<file path="src/sv/fbc_pkg.sv">
package fbc_pkg;

  localparam int VALUE_W      = 32;
  localparam int MODE_W       = 2;
  localparam int SLOT_W       = 3;
  localparam int INDEX_W      = 3;
  localparam int CFG_IDX_W    = 1;
  localparam int CFG_DATA_W   = 4;
  localparam int PCOUNT_W     = 4;
  localparam int CORNER_COUNT = 8;
  localparam int CIDX_W       = 3;
  localparam int CCNT_W       = CIDX_W + 1;
  localparam int AXES         = 3;
  localparam int COEFS        = 4;
  localparam int VALUES       = 6;
  localparam int D_SHIFT      = 16;

  localparam logic [INDEX_W-1:0]   FACE_LAST        = 3'd5;
  localparam logic [PCOUNT_W-1:0]  PLANE_COUNT_RST  = 4'd6;
  localparam logic                 CORNER_EN_RST    = 1'b1;

  localparam logic [CFG_IDX_W-1:0] CFG_PLANE_COUNT  = 1'd0;
  localparam logic [CFG_IDX_W-1:0] CFG_CORNER_EN    = 1'd1;

  typedef enum logic [MODE_W-1:0] {
    MODE_LOAD_PLANE  = 2'd0,
    MODE_LOAD_CORNER = 2'd1,
    MODE_TEST_BOX    = 2'd2
  } mode_e;

  typedef enum logic [1:0] {
    REASON_NONE  = 2'd0,
    REASON_PLANE = 2'd1,
    REASON_FACE  = 2'd2
  } reason_e;

  typedef enum logic [2:0] {
    ST_IDLE,
    ST_PLANE,
    ST_CORNER,
    ST_FACE,
    ST_DONE
  } state_e;

  typedef enum logic [2:0] {
    PSTEP_READ,
    PSTEP_X,
    PSTEP_Y,
    PSTEP_Z,
    PSTEP_SUM
  } plane_step_e;

  typedef struct packed {
    logic [CIDX_W-1:0]  rd_addr;
    logic               take;
    logic               first;
    logic [INDEX_W-1:0] face;
  } corner_ctl_t;

endpackage

</file>
<file path="src/sv/fbc_plane_mac.sv">
module fbc_plane_mac #(
  parameter int MAX_PLANES = 8,
  parameter int EFF_W      = 32,
  parameter int PIDX_W     = 3
) (
  input  logic                         clk_i,
  input  logic                         wr_en_i,
  input  logic [PIDX_W-1:0]            wr_addr_i,
  input  logic signed [EFF_W-1:0]      wr_coef_i [fbc_pkg::COEFS],
  input  logic [PIDX_W-1:0]            rd_addr_i,
  input  fbc_pkg::plane_step_e         step_i,
  input  logic signed [EFF_W-1:0]      box_min_i [fbc_pkg::AXES],
  input  logic signed [EFF_W-1:0]      box_max_i [fbc_pkg::AXES],
  output logic                         neg_o
);
  import fbc_pkg::*;

  localparam int ROW_W  = COEFS * EFF_W;
  localparam int PROD_W = 2 * EFF_W;
  localparam int ACC_W  = 2 * EFF_W + 2;

  logic [ROW_W-1:0]          mem_q [MAX_PLANES];
  logic [ROW_W-1:0]          rd_q;
  logic signed [EFF_W-1:0]   coef [COEFS];
  logic [1:0]                axis;
  logic                      swap;
  logic signed [EFF_W-1:0]   mul_a;
  logic signed [EFF_W-1:0]   mul_b;
  logic signed [PROD_W-1:0]  prod_d;
  logic signed [PROD_W-1:0]  prod_q;
  logic signed [ACC_W-1:0]   acc_q;
  logic signed [ACC_W-1:0]   d_term;
  logic signed [ACC_W-1:0]   sum;

  always_ff @(posedge clk_i) begin
    if (wr_en_i) begin
      mem_q[wr_addr_i] <= {wr_coef_i[3], wr_coef_i[2], wr_coef_i[1], wr_coef_i[0]};
    end
    rd_q <= mem_q[rd_addr_i];
  end

  always_comb begin
    for (int k = 0; k < COEFS; k++) begin
      coef[k] = rd_q[k*EFF_W +: EFF_W];
    end
  end

  always_comb begin
    case (step_i)
      PSTEP_Y: axis = 2'd1;
      PSTEP_Z: axis = 2'd2;
      default: axis = 2'd0;
    endcase
  end

  // pick the box corner that maximizes the plane value on this axis
  assign swap   = box_min_i[axis] > box_max_i[axis];
  assign mul_a  = coef[axis];
  assign mul_b  = (mul_a[EFF_W-1] ^ swap) ? box_min_i[axis] : box_max_i[axis];
  assign prod_d = mul_a * mul_b;
  assign d_term = ACC_W'(coef[3]) <<< D_SHIFT;
  assign sum    = acc_q + ACC_W'(prod_q);
  assign neg_o  = sum[ACC_W-1];

  always_ff @(posedge clk_i) begin
    case (step_i)
      PSTEP_X: begin
        prod_q <= prod_d;
        acc_q  <= d_term;
      end
      PSTEP_Y, PSTEP_Z: begin
        prod_q <= prod_d;
        acc_q  <= sum;
      end
      default: begin
      end
    endcase
  end

endmodule

</file>
<file path="config.mk">
export PLATFORM = sky130hd
export DESIGN_NAME = fbc_plane_mac
export DESIGN_NICKNAME = d
export VERILOG_FILES = /design/src/sv/fbc_pkg.sv /design/src/sv/fbc_plane_mac.sv
export SDC_FILE = /design/constraint.sdc
export NUM_CORES = 2
export LEC_CHECK = 0
export BUFFER_PORTS_ARGS = -buffer_cell sky130_fd_sc_hd__buf_4
export CAP_MARGIN = 5
export CELL_PAD_IN_SITES_DETAIL_PLACEMENT = 1
export CELL_PAD_IN_SITES_GLOBAL_PLACEMENT = 1
export CORE_MARGIN = 2
export CORE_UTILIZATION = 48
export DETAILED_ROUTE_END_ITERATION = 16
export PLACE_DENSITY = 0.81
export SKIP_CTS_REPAIR_TIMING = 1
export SYNTH_ARGS = -nofsm -noshare
export SYNTH_HDL_FRONTEND = slang
export SYNTH_SLANG_ARGS = --single-unit
</file>
<file path="constraint.sdc">
create_clock -name clk_i -period 12.21 [get_ports clk_i]
set_clock_uncertainty 0.15 [all_clocks]
set_input_delay 2.442 -clock clk_i [delete_from_list [all_inputs] [get_ports clk_i]]
set_output_delay 2.442 -clock clk_i [all_outputs]
set_load 0.005 [all_outputs]
</file>
==> Word level (Yosys, flattened, before mapping) <==
Memory sizes are Yosys's and may differ from the RTL's. A register that Yosys moved wholly into a read port is not among the register bits.
Index checks and enable logic that the tools add are counted.
{ "word_totals": {"elab_cells": 29, "ram_bits": 1024, "memories": 1, "out_inout_bits": 1, "register_bits": 130, "input_bits": 331} }
{ "classes": {"bitwise": 2, "multipliers": 1, "n_lt_le_gt_ge": 2, "eq_ne": 3, "muxes": 14, "n_reduce_logical": 3, "add_sub_neg": 1} }
{ "mem_list": {"columns": ["name", "words", "width", "rd", "rd_ports_with_merged_regs", "write_ports", "line", "text"], "rows": [
  ["mem_q", 8, 128, 1, 1, 1, "fbc_plane_mac.sv:22", "logic [ROW_W-1:0] mem_q [MAX_PLANES];"]
]} }
{ "op_table": {"columns": ["cell", "n"], "rows": [
  ["$mux 32", 7],
  ["$bmux 32 s2", 3],
  ["$pmux 66 s2", 1],
  ["$add 66x64->66", 1],
  ["$mul 32x32->64", 1],
  ["$gt 32x32->1", 1],
  ["$eq 3x2->1 const B", 2],
  ["$pmux 2 s2", 1],
  ["$eq 3x1->1 const B", 1],
  ["$ge 3x3->1 const B", 1],
  ["$not 2->3", 1],
  ["$reduce_or 3->1", 1],
  ["$mux 1", 2],
  ["$reduce_bool 2->1", 1],
  ["$reduce_or 2->1", 1],
  ["$xor 1x1->1", 1]
]} }

==> Depth between registers and ports, before layout <==
{ "depth": {"word_depth": 10, "mapped_depth": 49, "mapped_depth_nobuf": 41} }

==> Least setup slack after synthesis <==
OpenSTA, ideal clock, no wires.
{ "synth_path": {"path_type": "input -> register", "startpoint": "in step_i[0]", "endpoint": "reg prod_q[61], data pin", "required_ps": 11786, "stages": 41, "t_arrival_ps": 12783, "setup_slack_ps": -997, "setup_time_ps": 274, "n_path_buf": 7, "cell_sequence": "buf_2 > buf_4 > buf_2 > mux2i_1 > nor2_1 > a21oi_1 > ha_1 > a21o_1 > a21o_1 > a21o_1 > a21o_1 > a211o_1 > a21oi_4 > and3_1 > buf_4 > buf_4 > o2bb2ai_1 > a21o_1 > (+5 left out) > fa_1 > inv_1 > fa_1 > inv_1 > fa_1 > inv_1 > fa_1 > inv_1 > fa_1 > inv_1 > fa_1 > ha_1 > nand3_1 > or4_1 > o21ba_2 > nor4_1 > o41ai_1 > xor2_1"} }
{ "synth_between": {"elab_chain_len": 10, "word_cells_on_any_way": 17, "cone_classes": "1 x mul; 1 x order compare; 2 x eq/ne; 11 x mux; 2 x bitwise"} }
{ "synth_rtl": {"columns": ["item", "line", "text"], "rows": [
  ["start: declaration", "fbc_plane_mac.sv:11", "input fbc_pkg::plane_step_e step_i,"],
  ["$eq 3x2->1", "fbc_plane_mac.sv:49", "case (step_i)"],
  ["$pmux 2 s2 *", "fbc_plane_mac.sv:49", null],
  ["$not 2->3 (not written as such) *", "fbc_plane_mac.sv:57, fbc_plane_mac.sv:58, fbc_plane_mac.sv:59", null],
  ["$bmux 32 s2", "fbc_plane_mac.sv:57, fbc_plane_mac.sv:59", null],
  ["$mux 32 (not written as such) (2 in series)", "fbc_plane_mac.sv:57, fbc_plane_mac.sv:59", null],
  ["$gt 32x32->1", "fbc_plane_mac.sv:57", "assign swap = box_min_i[axis] > box_max_i[axis];"],
  ["$xor 1x1->1", "fbc_plane_mac.sv:59", "assign mul_b = (mul_a[EFF_W-1] ^ swap) ? box_min_i[axis] : box_max_i[axis];"],
  ["$mux 32", "fbc_plane_mac.sv:59", null],
  ["$mul 32x32->64 *", "fbc_plane_mac.sv:60", "assign prod_d = mul_a * mul_b;"],
  ["net prod_d[61]", "fbc_plane_mac.sv:29", "logic signed [PROD_W-1:0] prod_d;"],
  ["end signal: assignment", "fbc_plane_mac.sv:68", "prod_q <= prod_d;"],
  ["end signal: assignment", "fbc_plane_mac.sv:72", "prod_q <= prod_d;"],
  ["end: declaration", "fbc_plane_mac.sv:30", "logic signed [PROD_W-1:0] prod_q;"]
]} }
The timed path passes the listed nets; every way through them passes the cells marked *. The select of a mux whose other input is x is not followed.
A chain may end at the register's enable or synchronous reset.

==> Final worst setup path <==
{ "layout_path": {"startpoint": "in step_i[1]", "endpoint": "reg prod_q[61], data pin"} }
Same word-level chain as after synthesis.

==> results.cfg <==
[flow_run]
drv_cap = 0

[yosys]
ys_warn_count = 0
postSynth.asyncResetShare_pct = 0
synth_top_area_share_pct = 38.56
ys_seq_elements = 1282
synth_edf_count = 1154
syn_area_per_cell_sq_um = 12.53
yosysSeqAreaShare_pct = 41.42
mappedNetlistNets = 8865
yosys_most_used_dff = edfxtp_1
netlist_area_sq_mm = 0.08986
synth_area_leaders = edfxtp_1 39%, fa_1 24%, mux4_2 6.4%
yosys.area.top_type = edfxtp_1
synth_cell_types = 77
synthCells = 7170

[die]
ios = 332
die_area_sq_mm = 0.1907
num_rows = 158
core_area_sq_mm = 0.1856
start_util_pct = 48.41
die_y_um = 436.7
fp.dieW_um = 436.7

[sta]
hold_violations = 0
setup_violations = 28
fmax_ghz = 0.07544
rsz0062_at_grt = true
hold-worst-slack_ns = 0.3699
post-route-period-util_pct = 108.6
period_minus_slack_ns = 13.26
finalWorstSetupSlack_ns = -1.046
slew_headroom_pct = 22.46
worstMarginPinSlew_ns = 1.160
slew_viol_final = 0

[layout]
drive_gt1_share_pct = 26.74
syn2layout_area_growth_pct = 20.69
multi_input_area_sq_mm = 0.04842
final_nets = 9911
regArea_sq_mm = 0.03722
n_fill_cell = 18310
final_common_cell = buf_4
final_area_sq_mm = 0.1085
postLayoutCoreUtil_pct = 58.42
final_cell_mix = 1,159 x buf_4, 1,154 x edfxtp_1, 1,042 x fa_1

[global_route]
gr-total-overflow = 0
grt_pass1_vias = 72620
grtUsageTotal_pct = 33.58
antenna_found_initial = 28
grt_pass1_wl_um = 471200
grt_max_degree = 109

[setup_path]
path_common_cell = fa_1
reg2reg_slack_ns = 1.91
cp_top_family = adder cells
crit_type = in -> reg
cpMaxStageDelayCell = fa_1
required_ns = 12.62
endpoint_kind = flop
worst-path-buf-inv = 12
crit_path_max_incr_delay_ns = 0.84
cp-start-kind = input pin
critPathMaxFanout = 16
arrival_ns = 13.66

[hold_path]
hold_class = reg -> reg

[drt]
num_vias = 65750
drt_pass1_iterations = 6
wl_um = 349500
post_drt_wl_per_cell_um = 32.28
remaining_drc_errors = 0
drt_iter0_markers = 7492
postRouteAntennaNets = 0
vias_per_cell = 6.073

[clocking]
cts_buffer_depth = 3
cts_sinks = 1282
insertion_delay_ns = 0.83
cts_tree = built
clk_pin_slew_ns = 0.08
cts-htree-levels = 3
root_buffer = clkbuf_16
cts_buffers = 118

[placed_design]
portBuffers = 331
gp_congestion = 0.9828
hpwlAfterDp_um = 224200
place_area_sq_mm = 0.1020

[status]
failed_checks = setup timing
status = complete, but fails checks
-- final cells by class --
cell class | count | area share, %
sequential | 1282 | 34.32
tap | 2480 | 2.861
inverter | 1040 | 3.605
multi-input combinational | 4464 | 44.65
timing repair buffer | 1310 | 10.52
clock inverter | 86 | 1.146
clock buffer | 139 | 2.842
antenna | 26 | 0.05999
-- layer usage --
layer  track usage [%]  wire, um  vias up
met5                 0       281        -
met4             21.50     29670       26
met3             7.014     33650     1512
met2             56.19    167900     4300
met1             39.43    118000    33780
li1                  -         -    26130
-- worst register-to-register path: cells and delay by family, from the launching register on --
family / cells / cell delay, ns
adders and majority gates: 9 / 4.95
AOI/OAI and AO/OA: 11 / 2.19
xor gates and xnor gates: 1 / 0.18
DFF: 1 / 0.32
and+or+nand+nor: 5 / 0.52
buffers and inverters: 9 / 1.36
muxes: 2 / 0.44
-- worst paths after layout --
kind / startpoint / endpoint / cells past startpoint
setup / recovery: step_i[1] / prod_q[61]$_DFFE_PP_ / 44
hold / removal: rd_q[107]$_DFF_P_ / acc_q[27]$_DFFE_PP_ / 2
setup reg to reg: rd_q[63]$_DFF_P_ / prod_q[61]$_DFFE_PP_ / 37
hold reg to reg: rd_q[107]$_DFF_P_ / acc_q[27]$_DFFE_PP_ / 2
-- cells by family (layout without fill, tap and decap cells) --
kind of cell,count (synthesis),after routing,share of synthesized area (%)
and+or+nand+nor,1652,1654,7.685
buffers and inverters,1426,2575,6.335
adders and majority gates,1364,1364,28.04
DFF,1282,1282,41.42
AOI/OAI and AO/OA,796,796,5.716
muxes,520,520,9.541
xor gates and xnor gates,130,130,1.267
other,0,26,0
-- state kept, by name (all words and copies together) (netlist names) --
register,flops
mem_q,1024
rd_q,128
prod_q,64
acc_q,66
-- stage by stage --
stage          setup WS, ns  TNS (ns)  std cells
6_report             -1.046    -12.19      10830
5_1_grt              -1.187    -18.80      10820
4_1_cts             -0.8765    -10.91      10720
3_5_place_dp         -1.312    -34.83      10500
3_3_place_gp        -0.9336    -23.60      10500
2_1_floorplan       -0.4283    -2.461       7170
-- cell usage after synthesis, drive strengths merged, types with 14 or more instances --
library cell and instances:
ha 281, o211ai 21, and2 44, o21bai 23, edfxtp 1154, nand2b 65
nor2 747, and3 15, inv 1040, buf 185, nor2b 14, fa 1083
dfxtp 128, a31oi 18, or2 50, xnor2 79, clkbuf 201, nand3 28
a21oi 249, nand4 36, nand2 611, mux2 132, xor2 51, o21ai 212
mux4 256, nor3 21, o221ai 36, a21o 90, mux2i 132, o21a 47
o2bb2ai 32
Power is left out: the tool's default activity adds up to more than one toggle a clock period on the data nets, which glitch-free logic cannot reach.
